**config.mk**
```make
export PLATFORM = sky130hd
export DESIGN_NAME = psp_square
export DESIGN_NICKNAME = d
export VERILOG_FILES = /design/src/sv/plane_stress_principals_top_assert.svh /design/src/sv/psp_pkg.sv /design/src/sv/psp_square.sv
export SDC_FILE = /design/constraint.sdc
export NUM_CORES = 2
export LEC_CHECK = 0
export BUFFER_PORTS_ARGS = -buffer_cell sky130_fd_sc_hd__clkbuf_2
export CAP_MARGIN = 10
export CORE_MARGIN = 2
export CORE_UTILIZATION = 61
export DETAILED_ROUTE_END_ITERATION = 10
export GPL_ROUTABILITY_DRIVEN = 0
export MAX_ROUTING_LAYER = met4
export PLACE_DENSITY = 0.74
export SYNTH_ARGS = -nofsm -noshare
export SYNTH_HDL_FRONTEND = slang
export SYNTH_SLANG_ARGS = --single-unit
```
**constraint.sdc**
```tcl
create_clock -name clk -period 7.5 [get_ports clk]
set_input_delay 0 -clock clk [delete_from_list [all_inputs] [get_ports clk]]
set_output_delay 0 -clock clk [all_outputs]
set_load 0.02 [all_outputs]
```
**src/sv/plane_stress_principals_top_assert.svh**
```systemverilog
// Assertion macros for the plane-stress principal stress block.
// Used by plane_stress_principals_top; expects clk and rst_n in scope.
`ifndef PLANE_STRESS_PRINCIPALS_TOP_ASSERT_SVH
`define PLANE_STRESS_PRINCIPALS_TOP_ASSERT_SVH

// Implication checked on every edge outside reset.
`define PSP_ASSERT_SAME(label, ante, cons, msg) \
    label: assert property (@(posedge clk) disable iff (!rst_n) (ante) |-> (cons)) \
        else $error(msg);

// Invariant checked on every edge outside reset.
`define PSP_ASSERT_ALWAYS(label, cond, msg) \
    label: assert property (@(posedge clk) disable iff (!rst_n) (cond)) \
        else $error(msg);

`endif

```
**src/sv/psp_pkg.sv**
```systemverilog
// Shared width and latency helpers for the plane-stress principal stress block.
// No dependencies.
package psp_pkg;

    // Width of the lower part when a DATA_WIDTH operand is split for squaring.
    function automatic int half_width(input int w);
        return (w + 1) >> 1;
    endfunction

    // Width of the square-root partial remainder.
    function automatic int rem_width(input int w);
        return w + 2;
    endfunction

    // Cycles from the transfer edge of an item to the edge that takes its result.
    function automatic int total_latency(input int w);
        return w + 5;
    endfunction

endpackage

```
**src/sv/psp_square.sv**
```systemverilog
// Front end: centre, half difference and shear magnitudes, split squaring,
// and the exact radicand sum. Four register stages. Depends on psp_pkg.
module psp_square
    import psp_pkg::*;
#(
    parameter int DATA_WIDTH = 32
)
(
    input  logic                      clk,
    input  logic                      rst_n,
    input  logic                      in_valid,
    input  logic [DATA_WIDTH-1:0]     xx,
    input  logic [DATA_WIDTH-1:0]     yy,
    input  logic [DATA_WIDTH-1:0]     xy,
    output logic                      out_valid,
    output logic [DATA_WIDTH-1:0]     out_centre,
    output logic [2*DATA_WIDTH-1:0]   out_rad
);

    localparam int W  = DATA_WIDTH;
    localparam int PW = 2 * DATA_WIDTH;
    localparam int LW = half_width(DATA_WIDTH);   // low part width
    localparam int UW = DATA_WIDTH - LW;          // high part width

    // stage 1
    logic [W:0]         sum_w;
    logic [W:0]         diff_w;
    logic [W-1:0]       half_diff;
    logic [W-1:0]       d_mag_next;
    logic [W-1:0]       s_mag_next;
    logic               v1_reg;
    logic [W-1:0]       c1_reg;
    logic [W-1:0]       d_mag_reg;
    logic [W-1:0]       s_mag_reg;

    // stage 2
    logic [2*UW-1:0]    d_hh_reg;
    logic [W-1:0]       d_hl_reg;
    logic [2*LW-1:0]    d_ll_reg;
    logic [2*UW-1:0]    s_hh_reg;
    logic [W-1:0]       s_hl_reg;
    logic [2*LW-1:0]    s_ll_reg;
    logic               v2_reg;
    logic [W-1:0]       c2_reg;

    // stage 3
    logic [PW-1:0]      d_sq_next;
    logic [PW-1:0]      s_sq_next;
    logic [PW-1:0]      d_sq_reg;
    logic [PW-1:0]      s_sq_reg;
    logic               v3_reg;
    logic [W-1:0]       c3_reg;

    // stage 4
    logic               v4_reg;
    logic [W-1:0]       c4_reg;
    logic [PW-1:0]      rad_reg;

    always_comb
    begin
        sum_w      = {xx[W-1], xx} + {yy[W-1], yy};
        diff_w     = {xx[W-1], xx} - {yy[W-1], yy};
        // floor halving is an arithmetic shift of the widened value
        half_diff  = diff_w[W:1];
        d_mag_next = half_diff[W-1] ? (~half_diff + 1'b1) : half_diff;
        s_mag_next = xy[W-1] ? (~xy + 1'b1) : xy;
    end

    always_comb
    begin
        d_sq_next = (PW'(d_hh_reg) << (2 * LW)) + (PW'(d_hl_reg) << (LW + 1))
                  + PW'(d_ll_reg);
        s_sq_next = (PW'(s_hh_reg) << (2 * LW)) + (PW'(s_hl_reg) << (LW + 1))
                  + PW'(s_ll_reg);
    end

    always_ff @(posedge clk or negedge rst_n)
    begin
        if (!rst_n)
        begin
            v1_reg <= 1'b0;
            v2_reg <= 1'b0;
            v3_reg <= 1'b0;
            v4_reg <= 1'b0;
        end
        else
        begin
            v1_reg <= in_valid;
            v2_reg <= v1_reg;
            v3_reg <= v2_reg;
            v4_reg <= v3_reg;
        end
    end

    always_ff @(posedge clk)
    begin
        c1_reg    <= sum_w[W:1];
        d_mag_reg <= d_mag_next;
        s_mag_reg <= s_mag_next;

        d_hh_reg  <= (2*UW)'(d_mag_reg[W-1:LW]) * (2*UW)'(d_mag_reg[W-1:LW]);
        d_hl_reg  <= W'(d_mag_reg[W-1:LW]) * W'(d_mag_reg[LW-1:0]);
        d_ll_reg  <= (2*LW)'(d_mag_reg[LW-1:0]) * (2*LW)'(d_mag_reg[LW-1:0]);
        s_hh_reg  <= (2*UW)'(s_mag_reg[W-1:LW]) * (2*UW)'(s_mag_reg[W-1:LW]);
        s_hl_reg  <= W'(s_mag_reg[W-1:LW]) * W'(s_mag_reg[LW-1:0]);
        s_ll_reg  <= (2*LW)'(s_mag_reg[LW-1:0]) * (2*LW)'(s_mag_reg[LW-1:0]);
        c2_reg    <= c1_reg;

        d_sq_reg  <= d_sq_next;
        s_sq_reg  <= s_sq_next;
        c3_reg    <= c2_reg;

        rad_reg   <= d_sq_reg + s_sq_reg;
        c4_reg    <= c3_reg;
    end

    assign out_valid  = v4_reg;
    assign out_centre = c4_reg;
    assign out_rad    = rad_reg;

endmodule

```
==> metrics.txt <==
Synth Flop Type dfxtp_1; worst-margin pin slew 1.10 ns; antenna violations before repair 4; Tot GR Track Use 0.294; register bit total from synthesis 574; Layout area overhead 10.1%; Sink Count 574; clk_skew 0.0257 ns; Multi-input gate area 50,000 um^2; post-synthesis cell type count 80; Largest register FFs 64; Req. time, crit path 8.03 ns; status completed; detailed placement HPWL 127,000 um; vias in the first global route 54.2k; # rows 122; Critical Path, Cell by Cell nand2_1 > fa_1 > inv_1 > fa_1 > inv_1 > fa_1 > inv_1 > fa_1 > fa_1 > inv_1 > fa_1 > inv_1 > ha_1 > nand4_1 > nor3_1 > o311ai_0 > a31o_2 > a21o_1 > a31oi_1 > a211o_1 > a21oi_1 > xnor2_1; ratio of final minimum period to clock period 0.944; top post-synthesis cells by count inv_1 (1,584), fa_1 (1,041), ha_1 (799), nand2_1 (740), dfxtp_1 (570); CTS Root Cell clkbuf_16; Post-Synth Simple-Gate Area 0.129; share of the synthesized area in the top cell type 0.305; FF+latch area 11,500 um^2; post-synthesis compound-gate area fraction 0.0925; most frequent cell after synthesis inv_1; ys async rst share 0.00697; vias 51.3k; count of final setup violators 0; core box area 111,000 um^2; Synth area leader fa_1; synth top area cells fa_1 (30%), dfxtp_1 (17%), ha_1 (15%); number of synthesis warnings 0; worst skew pair latency 0.66 ns; CTS tree yes; cell repeated most along the worst path fa_1; Post CTS Setup Buffer Count 0; main combinational cell family by area after synthesis adder cells; Routed Wire Length 160,000 um; adder-cell share of the synthesized area 0.451; WL per Instance 17.0 um; crit end category register; largest delay contributor family on the critical path adder cells; Worst path slowest cell dfxtp_2; Initial Utilization 0.617; mux contribution to synthesized area 0.00126; crit path max fanout 29; DRC Markers 0; Post-Syn Area 68,400 um^2; max_slew headroom 0.258; post-route ant nets 0; critical path data arrival time 7.61 ns; DRT iter0 DRCs 3,059; fin nets 9,777; Setup TNS Final 0 ns; Seq/Total Area, Yosys 0.168; GR Overflow Total 0; endpoints failing hold 0; Die Ht 339 um; CP bufs+invs 5; RSZ-0062 raised after global routing no; TritonCTS Buffers 68; fin crit period 7.08 ns; die width 339 um; largest net degree at the start of global routing 34; Worst-path clk slew 0.06 ns; syn avg cell area 9.09 um^2; Mapped Cells 7,527; Post-synth EDFFs 0; First-pass DRT Iterations 5; IO Pins 196; Hold WC Path Type input port to register; Port Buffers 195; f_max 141 MHz; Setup crit start kind register; syn nets 9,466; Crit Path Category register to register; Vias/cell 5.47; share of cells above drive strength 1 0.0645; global-route wire length before repair 268,000 um; maxcap violations 0; xor-xnor portion of the synthesized cell area 0.0580; H-tree levels 3; die area 115,000 um^2; Worst path max stage delay 0.87 ns; Clock Path Buffers 3; Final Max Tran Viols 0; fillers 8,794
cell type report:
| class | instances | area share |
|---|---|---|
| Clock inverter | 38 | 0.00662 |
| Tap cell | 1488 | 0.0247 |
| Sequential cell | 574 | 0.153 |
| Inverter | 1590 | 0.0792 |
| Timing Repair Buffer | 486 | 0.0481 |
| Multi-Input combinational cell | 5118 | 0.664 |
| Clock buffer | 85 | 0.0249 |
| Antenna cell | 1 | 0.0000332 |
tightest hold or removal path: stages:
cell      delay (ns)
clkbuf_2        0.10
ha_1            0.21
o41ai_1         0.16
xnor2_1         0.16
cells by family after synthesis:
group,after synthesis
multiplexers,8
XOR/XNOR,453
AO/OA/AOI/OAI,980
flip-flops,574
buffers and inverters,1835
adder cells (fa/ha/maj),1840
AND/OR/NAND/NOR,1837
timing repair:
action	CTS	global route
resized for setup	0	1
endpoints found under the setup margin	0	1
endpoints found under the hold margin	69	0
hold buffers	156	0
placed cells by master, fill, tap and decap left out, drive strengths merged, types with 41 or more instances in the layout:
cell / instances
nor2: 318
nand2: 740
nand3: 70
and2: 377
a21o: 154
o21bai: 48
o21ai: 175
xnor2: 320
a21oi: 301
o21a: 51
dlygate4sd3: 156
xor2: 133
and3: 54
fa: 1041
ha: 799
buf: 134
nor2b: 55
nand2b: 41
nor3: 61
clkbuf: 281
dfxtp: 570
inv: 1598
final timing paths:
kind / start / to / cells after the start / slack, ns
max reg2reg: s_mag_reg[24]$_DFF_P_ / s_hh_reg[30]$_DFF_P_ / 22 / 0.42
min reg2reg: c2_reg[15]$_DFF_P_ / c3_reg[15]$_DFF_P_ / 0 / 0.32
max in group asynchronous: rst_n / v3_reg$_DFF_PN0_ / 3 / 7.09
min in group asynchronous: rst_n / v2_reg$_DFF_PN0_ / 3 / 0.24
max: s_mag_reg[24]$_DFF_P_ / s_hh_reg[30]$_DFF_P_ / 22 / 0.42
min: xx[22] / c1_reg[22]$_DFF_P_ / 4 / 0.05
through the flow:
step	hold slack (ns)	area, um^2	util	cells	setup slack (ns)
2_1_floorplan	-0.296	68400	-	7527	0.999
5_1_grt	0.0374	75400	0.679	9380	0.0261
3_3_place_gp	-0.196	71400	0.644	9099	0.550
6_report	0.0462	75400	0.679	9380	0.421
4_1_cts	0.000394	75400	0.679	9378	0.485
3_5_place_dp	-0.193	71400	0.644	9099	0.513
metal layers:
layer	vias up	global-route usage	share of wire
met5	-	-	0
met4	0	0.0834	0.027
met3	337	0.0502	0.070
met2	1578	0.477	0.48
met1	25400	0.380	0.42
li1	24100	-	-
Power is not shown: default switching activity piles up to over one toggle a cycle in this logic, so the estimate is an artifact.
