$ cat config.mk
export PLATFORM = sky130hd
export DESIGN_NAME = psp_sqrt_stage
export DESIGN_NICKNAME = d
export VERILOG_FILES = /design/src/sv/plane_stress_principals_top_assert.svh /design/src/sv/psp_pkg.sv /design/src/sv/psp_sqrt_stage.sv
export SDC_FILE = /design/constraint.sdc
export NUM_CORES = 1
export LEC_CHECK = 0
export BUFFER_PORTS_ARGS = -buffer_cell sky130_fd_sc_hd__buf_2
export CAP_MARGIN = 10
export CORE_ASPECT_RATIO = 0.5
export CORE_MARGIN = 1.5
export CORE_UTILIZATION = 44
export CTS_CLUSTER_DIAMETER = 150
export DETAILED_ROUTE_END_ITERATION = 16
export PLACE_DENSITY = 0.88
export SLEW_MARGIN = 5
export SYNTH_ARGS = -nofsm -noshare
export SYNTH_HDL_FRONTEND = slang
export SYNTH_SLANG_ARGS = --single-unit
$ cat constraint.sdc
create_clock -name clk -period 0.8 [get_ports clk]
set_clock_uncertainty 0.2 [all_clocks]
set_input_delay 0.2 -clock clk [delete_from_list [all_inputs] [get_ports clk]]
set_output_delay 0.2 -clock clk [all_outputs]
set_load 0.1 [all_outputs]
$ cat src/sv/plane_stress_principals_top_assert.svh
// Assertion macros for the plane-stress principal stress block.
// Used by plane_stress_principals_top; expects clk and rst_n in scope.
`ifndef PLANE_STRESS_PRINCIPALS_TOP_ASSERT_SVH
`define PLANE_STRESS_PRINCIPALS_TOP_ASSERT_SVH

// Implication checked on every edge outside reset.
`define PSP_ASSERT_SAME(label, ante, cons, msg) \
    label: assert property (@(posedge clk) disable iff (!rst_n) (ante) |-> (cons)) \
        else $error(msg);

// Invariant checked on every edge outside reset.
`define PSP_ASSERT_ALWAYS(label, cond, msg) \
    label: assert property (@(posedge clk) disable iff (!rst_n) (cond)) \
        else $error(msg);

`endif

$ cat src/sv/psp_pkg.sv
// Shared width and latency helpers for the plane-stress principal stress block.
// No dependencies.
package psp_pkg;

    // Width of the lower part when a DATA_WIDTH operand is split for squaring.
    function automatic int half_width(input int w);
        return (w + 1) >> 1;
    endfunction

    // Width of the square-root partial remainder.
    function automatic int rem_width(input int w);
        return w + 2;
    endfunction

    // Cycles from the transfer edge of an item to the edge that takes its result.
    function automatic int total_latency(input int w);
        return w + 5;
    endfunction

endpackage

$ cat src/sv/psp_sqrt_stage.sv
// One restoring square-root step: brings down two radicand bits, decides one
// root bit. Carries the centre alongside. Depends on psp_pkg.
module psp_sqrt_stage
    import psp_pkg::*;
#(
    parameter int DATA_WIDTH = 32
)
(
    input  logic                                  clk,
    input  logic                                  rst_n,
    input  logic                                  in_valid,
    input  logic [rem_width(DATA_WIDTH)-1:0]      in_rem,
    input  logic [DATA_WIDTH-1:0]                 in_root,
    input  logic [2*DATA_WIDTH-1:0]               in_rad,
    input  logic [DATA_WIDTH-1:0]                 in_centre,
    output logic                                  out_valid,
    output logic [rem_width(DATA_WIDTH)-1:0]      out_rem,
    output logic [DATA_WIDTH-1:0]                 out_root,
    output logic [2*DATA_WIDTH-1:0]               out_rad,
    output logic [DATA_WIDTH-1:0]                 out_centre
);

    localparam int W  = DATA_WIDTH;
    localparam int RW = rem_width(DATA_WIDTH);
    localparam int AW = RW + 2;

    logic [AW-1:0]      acc;
    logic [AW-1:0]      trial;
    logic [AW-1:0]      diff;
    logic [RW-1:0]      rem_next;
    logic [W-1:0]       root_next;
    logic               valid_reg;
    logic [RW-1:0]      rem_reg;
    logic [W-1:0]       root_reg;
    logic [2*W-1:0]     rad_reg;
    logic [W-1:0]       centre_reg;

    always_comb
    begin
        acc   = {in_rem, in_rad[2*W-1 -: 2]};
        trial = AW'({in_root, 2'b01});
        diff  = acc - trial;
        if (acc >= trial)
        begin
            rem_next  = diff[RW-1:0];
            root_next = {in_root[W-2:0], 1'b1};
        end
        else
        begin
            rem_next  = acc[RW-1:0];
            root_next = {in_root[W-2:0], 1'b0};
        end
    end

    always_ff @(posedge clk or negedge rst_n)
    begin
        if (!rst_n)
        begin
            valid_reg <= 1'b0;
        end
        else
        begin
            valid_reg <= in_valid;
        end
    end

    always_ff @(posedge clk)
    begin
        rem_reg    <= rem_next;
        root_reg   <= root_next;
        rad_reg    <= {in_rad[2*W-3:0], 2'b00};
        centre_reg <= in_centre;
    end

    assign out_valid  = valid_reg;
    assign out_rem    = rem_reg;
    assign out_root   = root_reg;
    assign out_rad    = rad_reg;
    assign out_centre = centre_reg;

endmodule

==> results of run 1 <==
[per-stage QoR]
stage | instance area, um^2 | hold WS (ns)
detailed placement | 11500 | -0.220
global placement | 11500 | -0.224
floorplan | 6650 | -0.296
[kinds of logic after synthesis]
group / count (synthesis) / share of synthesized area [%]
DFF: 161 / 56.6
AOI/OAI and AO/OA: 133 / 16.4
and+or+nand+nor: 120 / 9.84
buffers and inverters: 59 / 4.52
adders and majority gates: 34 / 7.46
xor gates and xnor gates: 27 / 4.15
muxes: 5 / 0.966
other: 1 / 0.0658
==> out/results.ini, run 1 <==
[placement]
place_ws_ns=-2.06
dp_hpwl_mm=21.9
port_buffers=325
dp.cells=1121
gp_congestion=0.916

[synth]
yosysMostFrequentCell=dfxtp_1
synth_cell_type_count=63
synth_area_per_cell_um2=10.6
yosys_warnings=0
yosysTopAreaCellShare_pct=56.2
synth_commonest_cells=dfxtp_1 (160), nand2_1 (58), inv_1 (42), o21ai_0 (41), ha_1 (34)
yosysTopAreaCell=dfxtp_1
netlist_area_um2=5700
synth_ff_type=dfxtp_1
synth_cells=540
seq_area_frac_synth_pct=56.6
synth_edf_count=0
async_flop_share_pct=0.621
synth_area_leaders=dfxtp_1 (56%), ha_1 (7.5%), nand2_1 (3.8%)
synth.ff_latch_count=161

[floorplan]
start_util_pct=45.0
rows=29
fp.dieW_um=164
die_h_um=83.5
io-pin-count=328

[run_status]
error_line=[ERROR DPL-0038] Utilization greater than 100%, impossible to legalize
lastStage=clock tree synthesis (4_1_cts)
run_status=did not finish

[clock_network]
post_cts.repair.setup_buffers=38
cts_resized=196
htreeDepth=4
numCtsBuffers=17
clk_path_buf_depth=2
cts_root_buffer=clkbuf_16
cts_sinks=161
cts_hold_buf=124

==> run 2, diff against run 1 <==
- CORE_AREA: not set -> 2 2 126 128
- CORE_ASPECT_RATIO: 0.5 -> not set
- CORE_MARGIN: 1.5 -> not set
- CORE_UTILIZATION: 44 -> not set
- CTS_CLUSTER_DIAMETER: 150 -> not set
- DIE_AREA: not set -> 0 0 128 130
- PLACE_DENSITY: 0.88 -> not set
- PLACE_DENSITY_LB_ADDON: not set -> 0.15
==> run 2 against run 1 <==
Net effect: the flow now finishes, with violations (negative hold slack, negative setup slack); synthesized cell count is the same; area after synthesis is the same.
==> out/results.ini, run 2 <==
[cells_and_area]
final_nets=1329
fin_cells=1337
layout-drive-gt1-share_pct=69.2
largest_reg_flops=62
final_common_cell=buf_12
mostFrequentLayoutCells=buf_12 (171), dfxtp_4 (159), buf_2 (146), dlygate4sd3_1 (126), buf_4 (112)
syn_to_final_growth_pct=153

[floorplan]
rows=46  ; +59%
die_h_um=130  ; +56%
dieArea_um2=16600
start_util_pct=36.9  ; -8.1 points
io-pin-count=328  ; unchanged
core_area_um2=15400
fp.dieW_um=128  ; -22%

[grt]
grt_pass1_wl_mm=44.9
antenna_found_initial=3
grt_overflow_total=0
grt_pass1_vias=7576
track_usage_pct=36.4
grt_max_degree=17

[placement]
gp_congestion=0.899  ; -1.9%
port_buffers=325  ; unchanged
dp.cells=1140  ; +1.7%
dp_hpwl_mm=17.2  ; -21%

[sta]
rsz0062_at_grt=true
finalSetupViolCount=197
finalCriticalPeriod_ns=2.36
tightest_slew_ns=0.559
tns_ns=-144.19
finalCritPeriodShare_pct=295
finalHoldViolCount=36
whs_ns=-0.315
slew_headroom_pct=62.5
postLayoutSetupSlackWorst_ns=-1.56
fmax_ghz=0.424
slew_viol_final=0

[setup_path]
crit_fanout=6
startpoint_type=input pin
cp-end-kind=flop
crit_arrival_ns=2.52
required_ns=0.96
critPathKind=in -> reg

[synth]
synth_cells=540  ; unchanged
synth_edf_count=0  ; unchanged
synth_ff_type=dfxtp_1
yosysMostFrequentCell=dfxtp_1
synth_cell_type_count=63  ; unchanged
netlist_area_um2=5700  ; unchanged
seq_area_frac_synth_pct=56.6  ; unchanged
synth_area_leaders=dfxtp_1 (56%), ha_1 (7.5%), nand2_1 (3.8%)
yosys_warnings=0  ; unchanged
yosysTopAreaCell=dfxtp_1
synth.ff_latch_count=161  ; unchanged
yosysTopAreaCellShare_pct=56.2  ; unchanged
synth_area_per_cell_um2=10.6  ; unchanged
synth_commonest_cells=dfxtp_1 (160), nand2_1 (58), inv_1 (42), o21ai_0 (41), ha_1 (34)
async_flop_share_pct=0.621  ; unchanged

[power]
power.density_nw_per_um2=2160
power_leakage_nw=6.48
ir_drop_v=0.00174
pwr-share-seq_pct=30.3
power_frac_comb_pct=44.7
cell_internal_pwr_mw=18.3
switching_share_pct=41.2
clkPwrFrac_pct=25.0
p_sw_mw=12.8

[detailed_routing]
drt_iter0_markers=565
totalWireLength_mm=34.5
avgViaCountPerCell=5.42
wl_per_cell_um=25.8
ant_nets=0
drt_first_pass_iters=5
drc=0
num_vias=7252

[clock_network]
clk_path_buf_depth=2  ; unchanged
cts_hold_buf=126  ; +1.6%
cts_tree=built
cts_sinks=161  ; unchanged
numCtsBuffers=17  ; unchanged
path_clk_slew_ns=0.07
htreeDepth=4  ; unchanged
cts_root_buffer=clkbuf_16

[worst_hold_path]
hold_end=out_root[10]
whs_path_depth=1
hp-start=in_root[9]
min_path_type=in -> reg

[run_status]
violations=negative hold slack, negative setup slack
run_status=finished with violations

[run]
cap_viol_max_count=0

run 2: cell counts after synthesis:
Identical to the previous run, type by type.
run 2: how the worst max path moves through the flow:
| stage | depth (start not counted) | to | from | slack [ns] |
|---|---|---|---|---|
| 4_1_cts | 12 | out_rem[25] | in_root[9] | -1.34 |
| 3_5_place_dp | 11 | out_rem[31] | in_root[9] | -1.87 |
| 5_1_grt | 12 | out_rem[18] | in_root[2] | -1.62 |
| 2_1_floorplan | 10 | out_rem[27] | in_root[9] | -1.56 |
| 3_3_place_gp | 11 | out_rem[31] | in_root[9] | -1.83 |
| 6_report | 11 | out_rem[20] | in_rem[0] | -1.56 |
run 2: repair_timing:
item / 4_1_cts / 5_1_grt
endpoints found under the hold margin: 162 / 35
setup endpoints to repair: 196 / 196
pin swaps: 43 / 30
setup buffers: 18 / 15
cloned: 8 / 1
resized for setup: 97 / 82
run 2: cell families (layout without fill, tap and decap cells):
kind of cell               count (synthesis)  after routing  synth area share [%]
AOI/OAI and AO/OA                        133            135                  16.4
muxes                                      5              5                 0.966
adders and majority gates                 34             34                  7.46
and+or+nand+nor                          120            120                  9.84
xor gates and xnor gates                  27             27                  4.15
other                                      1              4                0.0658
buffers and inverters                     59            659                  4.52
DFF                                      161            161                  56.6
run 2: worst max-delay path, stage by stage:
cell and delay, ns:
buf_6 0.11, ha_4 0.30, nand4_1 0.25, nor4_4 0.40, nand2_1 0.10, o311ai_2 0.28, a211oi_2 0.10, o21a_4 0.30
buf_6 0.16, clkbuf_16 0.16, o21ai_2 0.14
run 2: power groups by stage:
stage	Clock, mW	Combinational, mW	Sequential (mW)
6_report	7.76	13.9	9.42
5_1_grt	8.10	14.2	9.47
4_1_cts	7.55	12.9	9.38
3_5_place_dp	0	11.8	9.54
3_3_place_gp	0	11.6	9.51
2_1_floorplan	0	1.98	14.4
run 2: layout make-up:
type	instances	area [um^2]
Sequential cell	161	3830
Clock buffer	17	425
Multi-Input combinational cell	323	2960
Tap cell	192	240
Fill cell	461	1010
Antenna cell	2	5.00
Timing Repair Buffer	584	6640
Clock inverter	15	111
Inverter	43	199
run 2: stage by stage:
| step | setup slack, ns | power [mW] | hold WS, ns | utilization, % | area, um^2 |
|---|---|---|---|---|---|
| 3_5_place_dp | -1.87 | 21.3 | -0.223 | 74.8 | 11500 |
| 3_3_place_gp | -1.83 | 21.2 | -0.225 | 74.8 | 11500 |
| 2_1_floorplan | -1.56 | 16.4 | -0.296 | - | 6650 |
| 6_report | -1.56 | 31.1 | -0.315 | 93.4 | 14400 |
| 5_1_grt | -1.62 | 31.8 | -0.319 | 93.4 | 14400 |
| 4_1_cts | -1.34 | 29.8 | -0.315 | 91.0 | 14000 |
run 2: layer usage:
layer  GRT usage (%)  vias to the layer above  part of all wire, %
li1                -                     3033                    -
met1            35.0                     3452                   32
met2            69.4                      544                   53
met3            9.96                      221                  7.7
met4            21.8                        2                  7.8
met5               0                        -                0.029
Note: power is estimated with default switching activity, not from simulation.
==> run 3, diff against run 2 <==
- ABC_AREA: not set -> 1
- CORE_AREA: 2 2 126 128 -> not set
- CORE_MARGIN: not set -> 1.5
- CORE_UTILIZATION: not set -> 40
- DIE_AREA: 0 0 128 130 -> not set
==> run 3 against run 2 <==
Net effect: the run now fails in global routing (5_1_grt); synthesized cell count up 50%; area after synthesis increased by 10%.
==> out/results.ini, run 3 <==
[clock_network]
cts_root_buffer=clkbuf_16
clk_path_buf_depth=2  ; unchanged
cts_sinks=161  ; unchanged
htreeDepth=4  ; unchanged
numCtsBuffers=17  ; unchanged

[placement]
place_area_um2=12400  ; +7.9%
gp_congestion=0.958  ; +6.6%
port_buffers=325  ; unchanged
dp_hpwl_mm=21.1  ; +23%

[synth]
synth_cells=808  ; +50%
synth_cell_type_count=26  ; -59%
netlist_area_um2=6280  ; +10%
yosys_warnings=0  ; unchanged
yosysMostFrequentCell=nand2_1
seq_area_frac_synth_pct=51.4  ; -5.3 points
synth_commonest_cells=nand2_1 (288), dfxtp_1 (160), inv_1 (139), nor2_1 (49), nand3_1 (38)
synth.ff_latch_count=161  ; unchanged
synth_edf_count=0  ; unchanged
synth_area_leaders=dfxtp_1 (51%), nand2_1 (17%), inv_1 (8.3%)
synth_area_per_cell_um2=7.78  ; -26%
synth_ff_type=dfxtp_1
yosysTopAreaCellShare_pct=51.0  ; -5.2 points
yosysTopAreaCell=dfxtp_1
async_flop_share_pct=0.621  ; unchanged

[floorplan]
fp.dieW_um=128  ; +0.25%
die_h_um=128  ; -1.3%
io-pin-count=328  ; unchanged
start_util_pct=41.2  ; +4.2 points
rows=45  ; -2.2%

[run_status]
error_line=[ERROR GRT-0232] Routing congestion too high. Check the congestion heatmap in the GUI.
run_status=did not finish
lastStage=global routing (5_1_grt)

[sta]
grt-worst-endpoint=out_rem[30]$_DFF_P_/D
endpoint_type=register input

[grt]
grt_overflow_total=1118
track_usage_pct=92.9
grt_max_degree=18

-- run 3: cell count changes after synthesis, sizes merged, moves of 20 or more --
cell / previous run / this run
nor2: 18 / 57
inv: 42 / 140
a21o: 20 / 0
o21ai: 46 / 13
nand2: 58 / 291
nand3: 6 / 39
-- run 3: per-layer routing --
layer,track usage [%],overflow
met2,126,850
met1,81.8,8
met5,15.3,0
met3,65.5,9
met4,113,251
-- run 3: timing repair --
action / 4_1_cts
pin swaps: 9
gates resized for setup: 37
setup endpoints to repair: 196
buffers inserted: 6
endpoints found under the hold margin: 161
hold buffers: 126
-- run 3: kinds of logic after synthesis --
family | synth area share, %
and+or+nand+nor | 26.2
buffers and inverters | 9.54
AOI/OAI and AO/OA | 3.53
adders and majority gates | 6.77
xor gates and xnor gates | 2.51
other | 0.0597
DFF | 51.4
-- run 3: per-stage QoR --
step                      TNS [ns]  std cells  utilization (%)  setup slack [ns]  hold WS, ns
after CTS                  -118.44       1601             94.6            -0.843       -0.229
after detailed placement    -63.22       1437             81.5             -1.40       -0.222
after global placement      -60.11       1437             81.5             -1.31       -0.225
after floorplan             -50.53        809                -            -0.983       -0.296
